===== src/sv/sdac_pkg.sv =====
// Shared constants and the decimal place weight table for the decimal text converter.
package sdac_pkg;

  localparam int unsigned VALUE_W    = 32;
  localparam int unsigned MAG_W      = 31;
  localparam int unsigned WEIGHT_W   = 30;
  localparam int unsigned CHAR_W     = 6;
  localparam int unsigned NUM_PLACES = 10;
  localparam int unsigned PLACE_W    = 4;
  localparam int unsigned DIGIT_W    = 4;

  localparam logic [PLACE_W-1:0]  LAST_PLACE  = PLACE_W'(NUM_PLACES - 1);
  localparam logic [DIGIT_W-1:0]  MAX_DIGIT   = DIGIT_W'(9);
  localparam logic [CHAR_W-1:0]   CHAR_ZERO   = CHAR_W'(48);
  localparam logic [CHAR_W-1:0]   CHAR_MINUS  = CHAR_W'(45);
  localparam logic [CHAR_W-1:0]   CHAR_NONE   = CHAR_W'(0);
  localparam logic [CHAR_W-1:0]   CHAR_NINE   = CHAR_W'(57);
  localparam logic [VALUE_W-1:0]  VALUE_MOST_NEG = {1'b1, {(VALUE_W-1){1'b0}}};

  // Weight of each decimal place, most significant place first.
  function automatic logic [WEIGHT_W-1:0] place_weight(input logic [PLACE_W-1:0] idx);
    logic [WEIGHT_W-1:0] w;
    unique case (idx)
      4'd0:    w = WEIGHT_W'(1000000000);
      4'd1:    w = WEIGHT_W'(100000000);
      4'd2:    w = WEIGHT_W'(10000000);
      4'd3:    w = WEIGHT_W'(1000000);
      4'd4:    w = WEIGHT_W'(100000);
      4'd5:    w = WEIGHT_W'(10000);
      4'd6:    w = WEIGHT_W'(1000);
      4'd7:    w = WEIGHT_W'(100);
      4'd8:    w = WEIGHT_W'(10);
      default: w = WEIGHT_W'(1);
    endcase
    return w;
  endfunction

endpackage


===== src/sv/sdac_csub.sv =====
// Shared compare-and-subtract unit: tests the remaining magnitude against one place weight.
module sdac_csub
  import sdac_pkg::*;
(
  input  logic [MAG_W-1:0]    mag,
  input  logic [WEIGHT_W-1:0] weight,
  output logic                ge,
  output logic [MAG_W-1:0]    diff
);

  logic [MAG_W:0] sub_full;

  // One wide subtract; the borrow out doubles as the compare result.
  assign sub_full = {1'b0, mag} - {1'b0, {(MAG_W-WEIGHT_W){1'b0}}, weight};
  assign ge       = ~sub_full[MAG_W];
  assign diff     = sub_full[MAG_W-1:0];

endmodule


===== src/sv/signed_int_to_decimal_ascii_core.sv =====
// Top level: signed 32-bit integer to decimal ASCII text, one character per output item.
// Sequence: after acceptance, the SIGN state (if negative) or the INV state (for the most
// negative integer) loads the output register, once it can take an item; each digit then
// follows from the SUB and EMIT states of its place. A new integer is taken only once the last
// is done, since the shared subtract unit serves every place in turn.
// Reset: rst_n is synchronous and active low; it idles the sequencer and empties the output.
module signed_int_to_decimal_ascii_core
  import sdac_pkg::*;
(
  input  logic                      clk,
  input  logic                      rst_n,
  input  logic                      in_valid,
  output logic                      in_ready,
  input  logic signed [VALUE_W-1:0] in_value,
  output logic                      out_valid,
  input  logic                      out_ready,
  output logic [CHAR_W-1:0]         out_text_char,
  output logic                      out_last,
  output logic                      out_invalid
);

  // Sequencer states. SUB drives the shared unit; EMIT hands a digit to the output register, or drops a leading zero.
  typedef enum logic [4:0] {
    ST_IDLE = 5'b00001,
    ST_INV  = 5'b00010,
    ST_SIGN = 5'b00100,
    ST_SUB  = 5'b01000,
    ST_EMIT = 5'b10000
  } state_t;

  state_t              state_r, state_nxt;
  logic [MAG_W-1:0]    mag_r, mag_nxt;
  logic [PLACE_W-1:0]  place_r, place_nxt;
  logic [DIGIT_W-1:0]  digit_r, digit_nxt;
  logic                started_r, started_nxt;

  logic                out_valid_r, out_valid_nxt;
  logic [CHAR_W-1:0]   out_char_r, out_char_nxt;
  logic                out_last_r, out_last_nxt;
  logic                out_inv_r, out_inv_nxt;

  logic                unit_ge;
  logic [MAG_W-1:0]    unit_diff;
  logic [VALUE_W-1:0]  raw_value;
  logic [VALUE_W-1:0]  neg_value;
  logic                accept;
  logic                can_load;
  logic                emit_now;
  logic                last_place;

  sdac_csub u_csub (
    .mag    (mag_r),
    .weight (place_weight(place_r)),
    .ge     (unit_ge),
    .diff   (unit_diff)
  );

  assign raw_value  = $unsigned(in_value);
  assign neg_value  = {VALUE_W{1'b0}} - raw_value;
  assign in_ready   = (state_r == ST_IDLE);
  assign accept     = in_valid & in_ready;
  // The output register may take a new character when it is empty or is being drained.
  assign can_load   = ~out_valid_r | out_ready;
  assign last_place = (place_r == LAST_PLACE);
  // A digit is printed once a nonzero digit has been seen, and the units digit always is,
  // which is how zero comes out as a single '0'.
  assign emit_now   = started_r | (digit_r != {DIGIT_W{1'b0}}) | last_place;

  always_comb begin
    state_nxt     = state_r;
    mag_nxt       = mag_r;
    place_nxt     = place_r;
    digit_nxt     = digit_r;
    started_nxt   = started_r;
    out_valid_nxt = out_valid_r & ~out_ready;
    out_char_nxt  = out_char_r;
    out_last_nxt  = out_last_r;
    out_inv_nxt   = out_inv_r;

    unique case (state_r)
      ST_IDLE: begin
        if (accept) begin
          place_nxt   = {PLACE_W{1'b0}};
          digit_nxt   = {DIGIT_W{1'b0}};
          started_nxt = 1'b0;
          mag_nxt     = raw_value[VALUE_W-1] ? neg_value[MAG_W-1:0] : raw_value[MAG_W-1:0];
          if (raw_value == VALUE_MOST_NEG) begin
            state_nxt = ST_INV;
          end else if (raw_value[VALUE_W-1]) begin
            state_nxt = ST_SIGN;
          end else begin
            state_nxt = ST_SUB;
          end
        end
      end
      ST_INV: begin
        // The most negative integer has no printable magnitude: one flagged item, no text.
        if (can_load) begin
          out_valid_nxt = 1'b1;
          out_char_nxt  = CHAR_NONE;
          out_last_nxt  = 1'b1;
          out_inv_nxt   = 1'b1;
          state_nxt     = ST_IDLE;
        end
      end
      ST_SIGN: begin
        if (can_load) begin
          out_valid_nxt = 1'b1;
          out_char_nxt  = CHAR_MINUS;
          out_last_nxt  = 1'b0;
          out_inv_nxt   = 1'b0;
          state_nxt     = ST_SUB;
        end
      end
      ST_SUB: begin
        // Repeated subtraction of the current place weight, capped at nine per place.
        if (unit_ge && (digit_r != MAX_DIGIT)) begin
          mag_nxt   = unit_diff;
          digit_nxt = digit_r + DIGIT_W'(1);
        end else begin
          state_nxt = ST_EMIT;
        end
      end
      ST_EMIT: begin
        if (!emit_now || can_load) begin
          if (emit_now) begin
            out_valid_nxt = 1'b1;
            out_char_nxt  = CHAR_ZERO + CHAR_W'(digit_r);
            out_last_nxt  = last_place;
            out_inv_nxt   = 1'b0;
          end
          started_nxt = started_r | emit_now;
          digit_nxt   = {DIGIT_W{1'b0}};
          if (last_place) begin
            state_nxt = ST_IDLE;
          end else begin
            place_nxt = place_r + PLACE_W'(1);
            state_nxt = ST_SUB;
          end
        end
      end
      default: begin
        state_nxt = ST_IDLE;
      end
    endcase
  end

  always_ff @(posedge clk) begin
    if (!rst_n) begin
      state_r     <= ST_IDLE;
      out_valid_r <= 1'b0;
    end else begin
      state_r     <= state_nxt;
      out_valid_r <= out_valid_nxt;
    end
  end

  always_ff @(posedge clk) begin
    mag_r      <= mag_nxt;
    place_r    <= place_nxt;
    digit_r    <= digit_nxt;
    started_r  <= started_nxt;
    out_char_r <= out_char_nxt;
    out_last_r <= out_last_nxt;
    out_inv_r  <= out_inv_nxt;
  end

  assign out_valid     = out_valid_r;
  assign out_text_char = out_char_r;
  assign out_last      = out_last_r;
  assign out_invalid   = out_inv_r;

endmodule


===== config.mk =====
export PLATFORM = sky130hd
export DESIGN_NAME = signed_int_to_decimal_ascii_core
export DESIGN_NICKNAME = d
export VERILOG_FILES = /design/src/sv/sdac_pkg.sv /design/src/sv/sdac_csub.sv /design/src/sv/signed_int_to_decimal_ascii_core.sv
export SDC_FILE = /design/constraint.sdc
export NUM_CORES = 1
export LEC_CHECK = 0
export BUFFER_PORTS_ARGS = -buffer_cell sky130_fd_sc_hd__buf_2
export CAP_MARGIN = 20
export CORE_MARGIN = 1.5
export CORE_UTILIZATION = 55
export DETAILED_ROUTE_END_ITERATION = 16
export PLACE_DENSITY = 0.84
export SLEW_MARGIN = 20
export SYNTH_ARGS = -nofsm -noshare
export SYNTH_HDL_FRONTEND = slang
export SYNTH_SLANG_ARGS = --single-unit

===== constraint.sdc =====
create_clock -name clk -period 4.6 [get_ports clk]
set_input_delay 0.46 -clock clk [delete_from_list [all_inputs] [get_ports clk]]
set_output_delay 0.46 -clock clk [all_outputs]
set_load 0.05 [all_outputs]

; ---- Word level (Yosys, flattened, before mapping)
; Memory sizes are Yosys's and may differ from the RTL's. A register that Yosys moved wholly into a read port is not among the register bits.
; Index checks and enable logic that the tools add are counted.
[op_classes]
reduce_logical = 15
n_bitwise = 9
eq_ne = 16
muxes = 41
n_addsub = 5
[ops]
columns = operator, count
row1 = 31-bit two-way mux, 3
row2 = 31-bit one-hot mux with 2 select lines, 1
row3 = 4-bit two-way mux, 9
row4 = "32-bit == test, second input constant", 1
row5 = 31-bit by 30-bit subtractor with 32-bit output, 1
row6 = "1-bit by 31-bit subtractor with 31-bit output, first input constant", 1
row7 = 5-bit two-way mux, 5
row8 = 5-bit one-hot mux with 5 select lines, 1
row9 = 6-bit two-way mux, 4
row10 = 6-bit one-hot mux with 3 select lines, 1
row11 = "2-bit != test, second input constant", 7
row12 = 4-bit one-hot mux with 3 select lines, 1
row13 = 1-bit two-way mux, 11
row14 = 5-bit AND reduction, 2
row15 = "4-bit by 1-bit adder with 4-bit output, second input constant", 2
row16 = 4-bit one-hot mux with 2 select lines, 1
row17 = 4-bit AND reduction, 2
row18 = "5-bit by 5-bit adder with 6-bit output, first input constant", 1
row19 = 1-bit one-hot mux with 3 select lines, 2
row20 = 3-bit AND reduction, 2
row21 = 3-bit nonzero test, 2
row22 = "5-bit by 1-bit == test with 1-bit output, second input constant", 1
row23 = "5-bit by 2-bit == test with 1-bit output, second input constant", 1
row24 = "5-bit by 3-bit == test with 1-bit output, second input constant", 1
row25 = other kinds (15), 23
[totals]
ff_bits = 54
rom_bits = 480
memories = 1
in_bits = 36
word_cells = 96
output_inout_bits = 10
[mem_list]
columns = memory, depth, width, read_ports, rd_ports_with_merged_regs, wr, line
row1 = (name not given), 16, 30, 1, 1, 0, sdac_pkg.sv:23  ; unique case (idx)

; ---- Depth between registers and ports, before layout
; Gate-level depths: netlist of the first run.
[logic_depth]
depth_word = 8
depth_mapped = 12
ltp_nobuf = 12

; ---- Cells and area by module
; A second synthesis of the first run with hierarchy kept.
[unflattened]
hier_cells = 635
area_unflattened_um2 = 5604.1
[modules_own_cells]
columns = module, seq_area_each_um2, area_per_inst_um2, cells_per_inst, instances
row1 = signed_int_to_decimal_ascii_core, 2021.9, 3875.0, 384, 1
row2 = sdac_csub, 0.0, 1729.2, 251, 1

; ---- Least setup slack after synthesis of the first run
; No wires, ideal clock.
[synth_timing]
path_type = flip-flop to flip-flop
startpoint = register mag_r[13]
endpoint = register mag_r[0] (enable)
arrival_ps = 3998
synth_period_minus_slack_ps = 4460
n_path_buf = 1
path_stages_with_launch = 9
path_slack_ps = 140
t_required_ps = 4138
setup_time_ps = 462
path_cell_list = edfxtp_1 > ha_1 > clkbuf_1 > nand4_1 > or3_1 > o221ai_1 > o2111ai_1 > o2bb2ai_1 > o21ai_0
[synth_between]
elab_chain_len = 5
[synth_lines]
columns = item, line
row1 = start: declaration, signed_int_to_decimal_ascii_core.sv:32  ; logic [MAG_W-1:0] mag_r, mag_nxt;
row2 = start signal: assignment, signed_int_to_decimal_ascii_core.sv:159  ; mag_r <= mag_nxt;
row3 = 31-bit by 30-bit subtractor with 32-bit output, sdac_csub.sv:14  ; assign sub_full = {1'b0, mag} - {1'b0, {(MAG_W-WEIGHT_W){1'b0}}, weight};
row4 = 1-bit NOT, sdac_csub.sv:15  ; assign ge = ~sub_full[MAG_W];
row5 = 1-bit logical AND, signed_int_to_decimal_ascii_core.sv:117  ; if (unit_ge && (digit_r != MAX_DIGIT)) begin
row6 = 2-bit != test (no line), --
row7 = 3-bit AND reduction (no line), --
; No other way between the ends.
; A chain may end at the register's enable or synchronous reset.

; ---- Worst setup path after layout of the first run
[layout_timing]
startpoint = register digit_r[0]
endpoint = register, netlist name u_csub.weight[9]
[layout_between]
elab_chain_len = 8
[layout_lines]
columns = item, line
row1 = start: declaration, signed_int_to_decimal_ascii_core.sv:34  ; logic [DIGIT_W-1:0] digit_r, digit_nxt;
row2 = start signal: assignment, signed_int_to_decimal_ascii_core.sv:161  ; digit_r <= digit_nxt;
row3 = 4-bit nonzero test, signed_int_to_decimal_ascii_core.sv:67  ; assign emit_now = started_r | (digit_r != {DIGIT_W{1'b0}}) | last_place;
row4 = 1-bit bitwise OR (2 in a row), signed_int_to_decimal_ascii_core.sv:67
row5 = 1-bit logical NOT, signed_int_to_decimal_ascii_core.sv:125  ; if (!emit_now || can_load) begin
row6 = 1-bit logical OR, signed_int_to_decimal_ascii_core.sv:125
row7 = 2-bit != test (no line), --
row8 = 4-bit AND reduction (no line), --
row9 = 4-bit two-way mux (no line), --
; No other way between the ends.

==> out/qor.yml, run 1 <==
sta:
  clock.fmax_ghz: 0.275
  fin_skew_ns: 0.0215
  hold_violations: 0
  slew_headroom_pct: 34.4
  finalMaxSlewViolations: 0
  setup_tns_ns: 0
  setup_slack_ns: 0.970
  setup_viol: 0
  period_share_pct: 78.9
  whs_ns: 0.311
  worstMarginPinSlew_ns: 0.976
  min_period_ns: 3.63
  rsz0062_at_grt: "no"
global_route:
  grt_pass1_wl_mm: 22.8
  grt_max_degree: 48
  grt_usage_pct: 26.2
  grt_pass1_vias: 4684
  antenna_found_initial: 0
  grt_overflow_total: 0
floorplan:
  die_y_um: 104
  dieArea_um2: 10900
  initial_core_util_pct: 57.4
  io-pin-count: 46
  rows: 36
  floorplan.die.width_um: 104
  core_area_um2: 9860
flow_run:
  drv_cap: 0
worst_setup_path:
  cp.arrival_ns: 3.85
  worst_setup_path_end_kind: "flip-flop"
  critPathLaunchType: "flip-flop"
  worstSetupPathType: "reg2reg"
  crit_fanout: 9
  worst_ep_required_time_ns: 4.82
cells_and_area:
  syn_to_final_growth_pct: 8.97
  drive_above_1_share_pct: 13.2
  finalNetCount: 750
  fin_area_um2: 6170
  antennaDiodeCount: 0
routing:
  first_pass_iters: 5
  first_iter_violations: 427
  drtAntennaViolNets: 0
  drc: 0
  wirelength_mm: 13.9
  routedWlPerCell_um: 17.2
  via_count: 4919
  via_per_inst: 6.10
run_status:
  outcome: "complete, no violations"
cts:
  cts_hold_buf: 0
  clk_pin_slew_worst_paths_ns: 0.10
  ctsResizeCount: 0
  cts_setup_buffers: 0
  cts_root_buf: "clkbuf_8"
  cts_num_sinks: 77
  numCtsBuffers: 9
  clock_tree.buffer_depth: 2
  cts_tree: "built"
  clock_latency_ns: 0.37
  ctsHtreeMaxLevel: 3
synth:
  synthesis.area_um2: 5660
  syn_nets: 716
  synthXorXnorAreaFrac_pct: 9.28
  ys_ff_latch: 77
  postSynthCellCount: 635
  avgSynthCellArea_um2: 8.92
  synth_area_leaders: "edfxtp_1 25%, dfxtp_1 10%, ha_1 9.7%"
  yosys.area.top_type: "edfxtp_1"
  yosysSeqAreaShare_pct: 35.7
  synth_compound_area_share_pct: 21.6
  async_reset_ff_share_pct: 0
  ys_warn_count: 0
  synth_edf_count: 48
  synth_top_area_share_pct: 25.5
  synth_top_family_by_area: "compound AO/OA/AOI/OAI gates"
  synth-simple-area-share_pct: 17.8
  ys.flop_type: "edfxtp_1"
  synthAdderAreaFrac_pct: 10.1
  muxShareOfSynthArea_pct: 0.972
  synth.distinct_cells: 70
power:
  swShare_pct: 46.4
  leakage_nw: 2.55
  combPwrFrac_pct: 58.8
  p_sw_mw: 1.75
  intPower_mw: 2.02
  power.density_nw_per_um2: 611
  pwr-share-seq_pct: 28.1
  ir_drop_mv: 0.345
  clkPwrFrac_pct: 13.1
placed_design:
  pre_cts_slack_ns: 1.06
  port_buffers: 45
  gp_congestion: 0.939
  placed_area_um2: 5980
  dpl.hpwl_mm: 10.4
min_path:
  worstHoldPathType: "in2reg"
## layout make-up
class,count,area [um^2]
fill,822,3690
multi-input combinational,491,3390
sequential,77,2020
timing repair buffer,48,248
tap,133,166
inverter,42,158
clock buffer,9,124
clock inverter,7,62.6
## state kept, by name (all words and copies together), names as in the netlist
signal,flops
out_text_char,6
digit_r,4
out_invalid,1
mag_r,31
started_r,1
place_r,4
state_r,5
u_csub.weight,23
out_valid,1
out_last,1
## final timing paths
kind / slack, ns / from / depth (start not counted) / endpoint
setup reg to reg: 0.97 / digit_r[0]$_SDFFCE_PN0P_ / 11 / u_csub.weight[9]$_SDFF_PP0_
hold / removal: 0.31 / rst_n / 2 / state_r[0]$_SDFFE_PN1P_
hold reg to reg: 0.64 / state_r[2]$_SDFFE_PN0P_ / 2 / state_r[2]$_SDFFE_PN0P_
setup / recovery: 0.97 / digit_r[0]$_SDFFCE_PN0P_ / 11 / u_csub.weight[9]$_SDFF_PP0_
## critical path: stages, from the launching register on
cell and delay [ns]:
edfxtp_1 0.48, inv_1 0.10, ha_1 0.14, nor4b_1 0.33, o21ai_0 0.18, a21oi_2 0.32
o21ai_2 0.19, a22oi_1 0.68, inv_1 0.23, ha_1 0.29, and2_1 0.15, a211oi_1 0.40
## cell usage after synthesis, drive strengths merged (2+ instances only)
cell type / count
o41ai: 6
nand3b: 4
a2111oi: 2
and3: 7
o21ai: 42
nand2: 51
a31oi: 9
nand2b: 11
or4: 5
mux2i: 4
nor3: 11
a211oi: 4
a31o: 2
xnor2: 29
nor3b: 2
nor2b: 7
o21a: 4
nor2: 57
edfxtp: 48
buf: 5
o22ai: 3
dfxtp: 29
ha: 44
o31a: 2
and2: 5
or3: 7
o31ai: 12
a22oi: 4
inv: 42
o221ai: 2
or2: 4
nand4: 11
a21o: 22
a21boi: 4
clkbuf: 20
a21oi: 49
nand3: 15
xor2: 31
o21bai: 3
## power groups by stage
stage	sequential (mW)	combinational (mW)	clock (mW)
after floorplan	1.06	1.67	0
after global placement	1.06	2.08	0
after detailed placement	1.07	2.14	0
after CTS	1.06	2.17	0.502
after global routing	1.08	2.43	0.524
final	1.06	2.22	0.494
## logic make-up after synthesis
logic type                 after synthesis
xor gates and xnor gates                60
buffers and inverters                   67
adders and majority gates               45
DFF                                     77
AOI/OAI and AO/OA                      181
muxes                                    5
and+or+nand+nor                        200
## per-layer routing
metal  vias up  routed length [um]  GRT usage (%)
li1       2363                   -              -
met1      2301                6110           34.5
met2       226                6390           42.3
met3        29                1020           5.01
met4         0                 355           10.2
met5         -                   0              0
## cell usage in the layout (no fill, tap or decap), types with 4 or more instances in the layout
master	instances
mux2i_1	4
nor2b_1	7
ha_1	44
inv_1	42
a21o_1	22
and3_1	7
dfxtp_1	29
o21ai_0	39
o21a_1	4
a211oi_1	4
and2_1	5
nand2_1	51
nor2_1	57
edfxtp_1	48
a21boi_0	4
a21oi_1	47
o41ai_1	4
o31ai_1	10
clkbuf_8	9
nand2b_1	11
nand4_1	10
a31oi_1	9
inv_6	4
nor3_1	9
or3_1	7
xor2_1	31
buf_2	45
xnor2_1	29
nand3_1	15
## stage by stage
step	total power, mW	std cells	util (%)
2_1_floorplan	2.73	635	-
3_3_place_gp	3.15	791	60.7
3_5_place_dp	3.22	791	60.7
4_1_cts	3.73	807	62.6
5_1_grt	4.04	807	62.6
6_report	3.77	807	62.6
(Power assumes the default switching activity.)
==> run 2: changes to the inputs <==
==> constraint.sdc (replaced) <==
create_clock -name clk -period 2.94 [get_ports clk]
set_input_delay 0.294 -clock clk [delete_from_list [all_inputs] [get_ports clk]]
set_output_delay 0.294 -clock clk [all_outputs]
set_load 0.05 [all_outputs]
==> out/qor.yml, run 2 (synthesis results as in run 1) <==
run_status:
  outcome: "complete, no violations"
global_route:
  grt_pass1_wl_mm: 24.1
  grt_usage_pct: 27.6
  grt_max_degree: 47
  grt_pass1_vias: 4930
  grt_overflow_total: 0
  antenna_found_initial: 0
power:
  intPower_mw: 3.80
  clkPwrFrac_pct: 15.3
  p_sw_mw: 2.93
  swShare_pct: 43.5
  leakage_nw: 2.81
  ir_drop_mv: 0.525
  power.density_nw_per_um2: 1010
  p_total_mw: 6.74
  combPwrFrac_pct: 60.1
  pwr-share-seq_pct: 24.6
worst_setup_path:
  crit_fanout: 4
  cp_slowest_stage_delay_ns: 0.42
  worstSetupPathType: "reg2reg"
  worst_ep_required_time_ns: 3.04
  cp.arrival_ns: 3.04
  worst_setup_path_end_kind: "flip-flop"
  crit_slowest_cell: "edfxtp_1"
  r2r_slack_ns: 0.0007
  crit_chain: "ha_1 -> nor2b_4 -> o2111a_2 -> a2111oi_4 -> o221ai_2 -> o2111ai_2 -> o2bb2ai_4 -> buf_6 -> nor2_4 -> o31a_1"
  cpLargestDelayFamily: "compound AO/OA/AOI/OAI gates"
  cp.buffers_inverters: 1
  critPathLaunchType: "flip-flop"
cts:
  cts_root_buf: "clkbuf_8"
  numCtsBuffers: 9
  cts_tree: "built"
  cts_num_sinks: 77
  clock_tree.buffer_depth: 2
  clock_latency_ns: 0.36
  clk_pin_slew_worst_paths_ns: 0.09
  ctsHtreeMaxLevel: 3
sta:
  worstMarginPinSlew_ns: 0.587
  rsz0062_at_grt: "yes"
  fin_skew_ns: 0.0126
  finalMaxSlewViolations: 0
  setup_viol: 0
  slew_headroom_pct: 60.8
  min_period_ns: 2.94
  period_share_pct: 100
  setup_tns_ns: 0
  clock.fmax_ghz: 0.340
  hold_violations: 0
min_path:
  worstHoldPathType: "in2reg"
floorplan:
  die_y_um: 104
  initial_core_util_pct: 57.4
  core_area_um2: 9860
  rows: 36
  dieArea_um2: 10900
  io-pin-count: 46
  floorplan.die.width_um: 104
cells_and_area:
  regMostFlops: "mag_r"
  finalNetCount: 791
  syn_to_final_growth_pct: 17.8
  fillers: 718
  final_cell_mix: "56 x nor2_1, 51 x nand2_1, 48 x edfxtp_1"
  fin_area_um2: 6670
  largest_reg_flops: 31
  drive_above_1_share_pct: 19.3
  final_common_cell: "nor2_1"
  stdcell_count: 848
  post-route-util_pct: 67.6
  antennaDiodeCount: 0
routing:
  via_per_inst: 6.08
  drtAntennaViolNets: 0
  routedWlPerCell_um: 17.8
  drc: 0
  first_iter_violations: 535
  first_pass_iters: 6
  via_count: 5156
  wirelength_mm: 15.1
flow_run:
  drv_cap: 0
placed_design:
  dpl.hpwl_mm: 10.9
  place_inst: 826
  port_buffers: 45
  placed_area_um2: 6250
  gp_congestion: 0.981
-- run 2: cell count changes in the layout (fill, tap and decap cells not counted), moves of 2 or more --
| cell | before | now |
|---|---|---|
| buf_4 | 3 | 40 |
| bufinv_16 | 0 | 3 |
| buf_12 | 0 | 2 |
| o21ai_4 | 0 | 2 |
-- run 2: path summary, 6_finish.rpt --
| check | from | endpoint | cells after the start |
|---|---|---|---|
| max | mag_r[1]$_DFFE_PP_ | digit_r[0]$_SDFFCE_PN0P_ | 10 |
| min | rst_n | state_r[0]$_SDFFE_PN1P_ | 2 |
| max reg2reg | mag_r[1]$_DFFE_PP_ | digit_r[0]$_SDFFCE_PN0P_ | 10 |
| min reg2reg | state_r[1]$_SDFFE_PN0P_ | state_r[1]$_SDFFE_PN0P_ | 2 |
-- run 2: stage by stage --
step | worst slack, ns | hold slack [ns]
floorplan | 0.0323 | 0.373
global placement | -0.0903 | 0.533
detailed placement | -0.181 | 0.535
CTS | 0.00298 | 0.157
global route | -0.101 | 0.166
finish | 0.000747 | 0.158
-- run 2: metal layers --
layer	wire length, um	share of wire [%]	vias up	track usage [%]
met3	1140	7.5	25	4.01
met4	278	1.8	0	7.34
met5	0	0	-	0
met1	6620	44	2452	38.5
li1	-	-	2453	-
met2	7020	47	226	44.9
-- run 2: layout make-up --
class                           instances  area (um^2)  area share [%]
Sequential cell                        77         2020            30.3
Clock inverter                          6          116            1.74
Multi-Input combinational cell        492         3490            52.4
Inverter                               42          158            2.36
Clock buffer                           10          138            2.06
Tap cell                              133          166            2.49
Timing Repair Buffer                   88          577            8.65
-- run 2: timing repair --
item                                    CTS  global route
gates resized for setup                   9             7
setup buffers                             1             4
cloned                                    1             0
pin swaps                                 4             9
hold buffers                              0             0
endpoints found under the setup margin   37            26
-- run 2: power groups by stage --
stage | sequential, mW | combinational [mW] | clock (mW)
2_1_floorplan | 1.64 | 2.63 | 0
3_3_place_gp | 1.66 | 3.59 | 0
3_5_place_dp | 1.68 | 3.70 | 0
4_1_cts | 1.66 | 3.83 | 1.04
5_1_grt | 1.68 | 4.40 | 1.06
6_report | 1.66 | 4.05 | 1.03
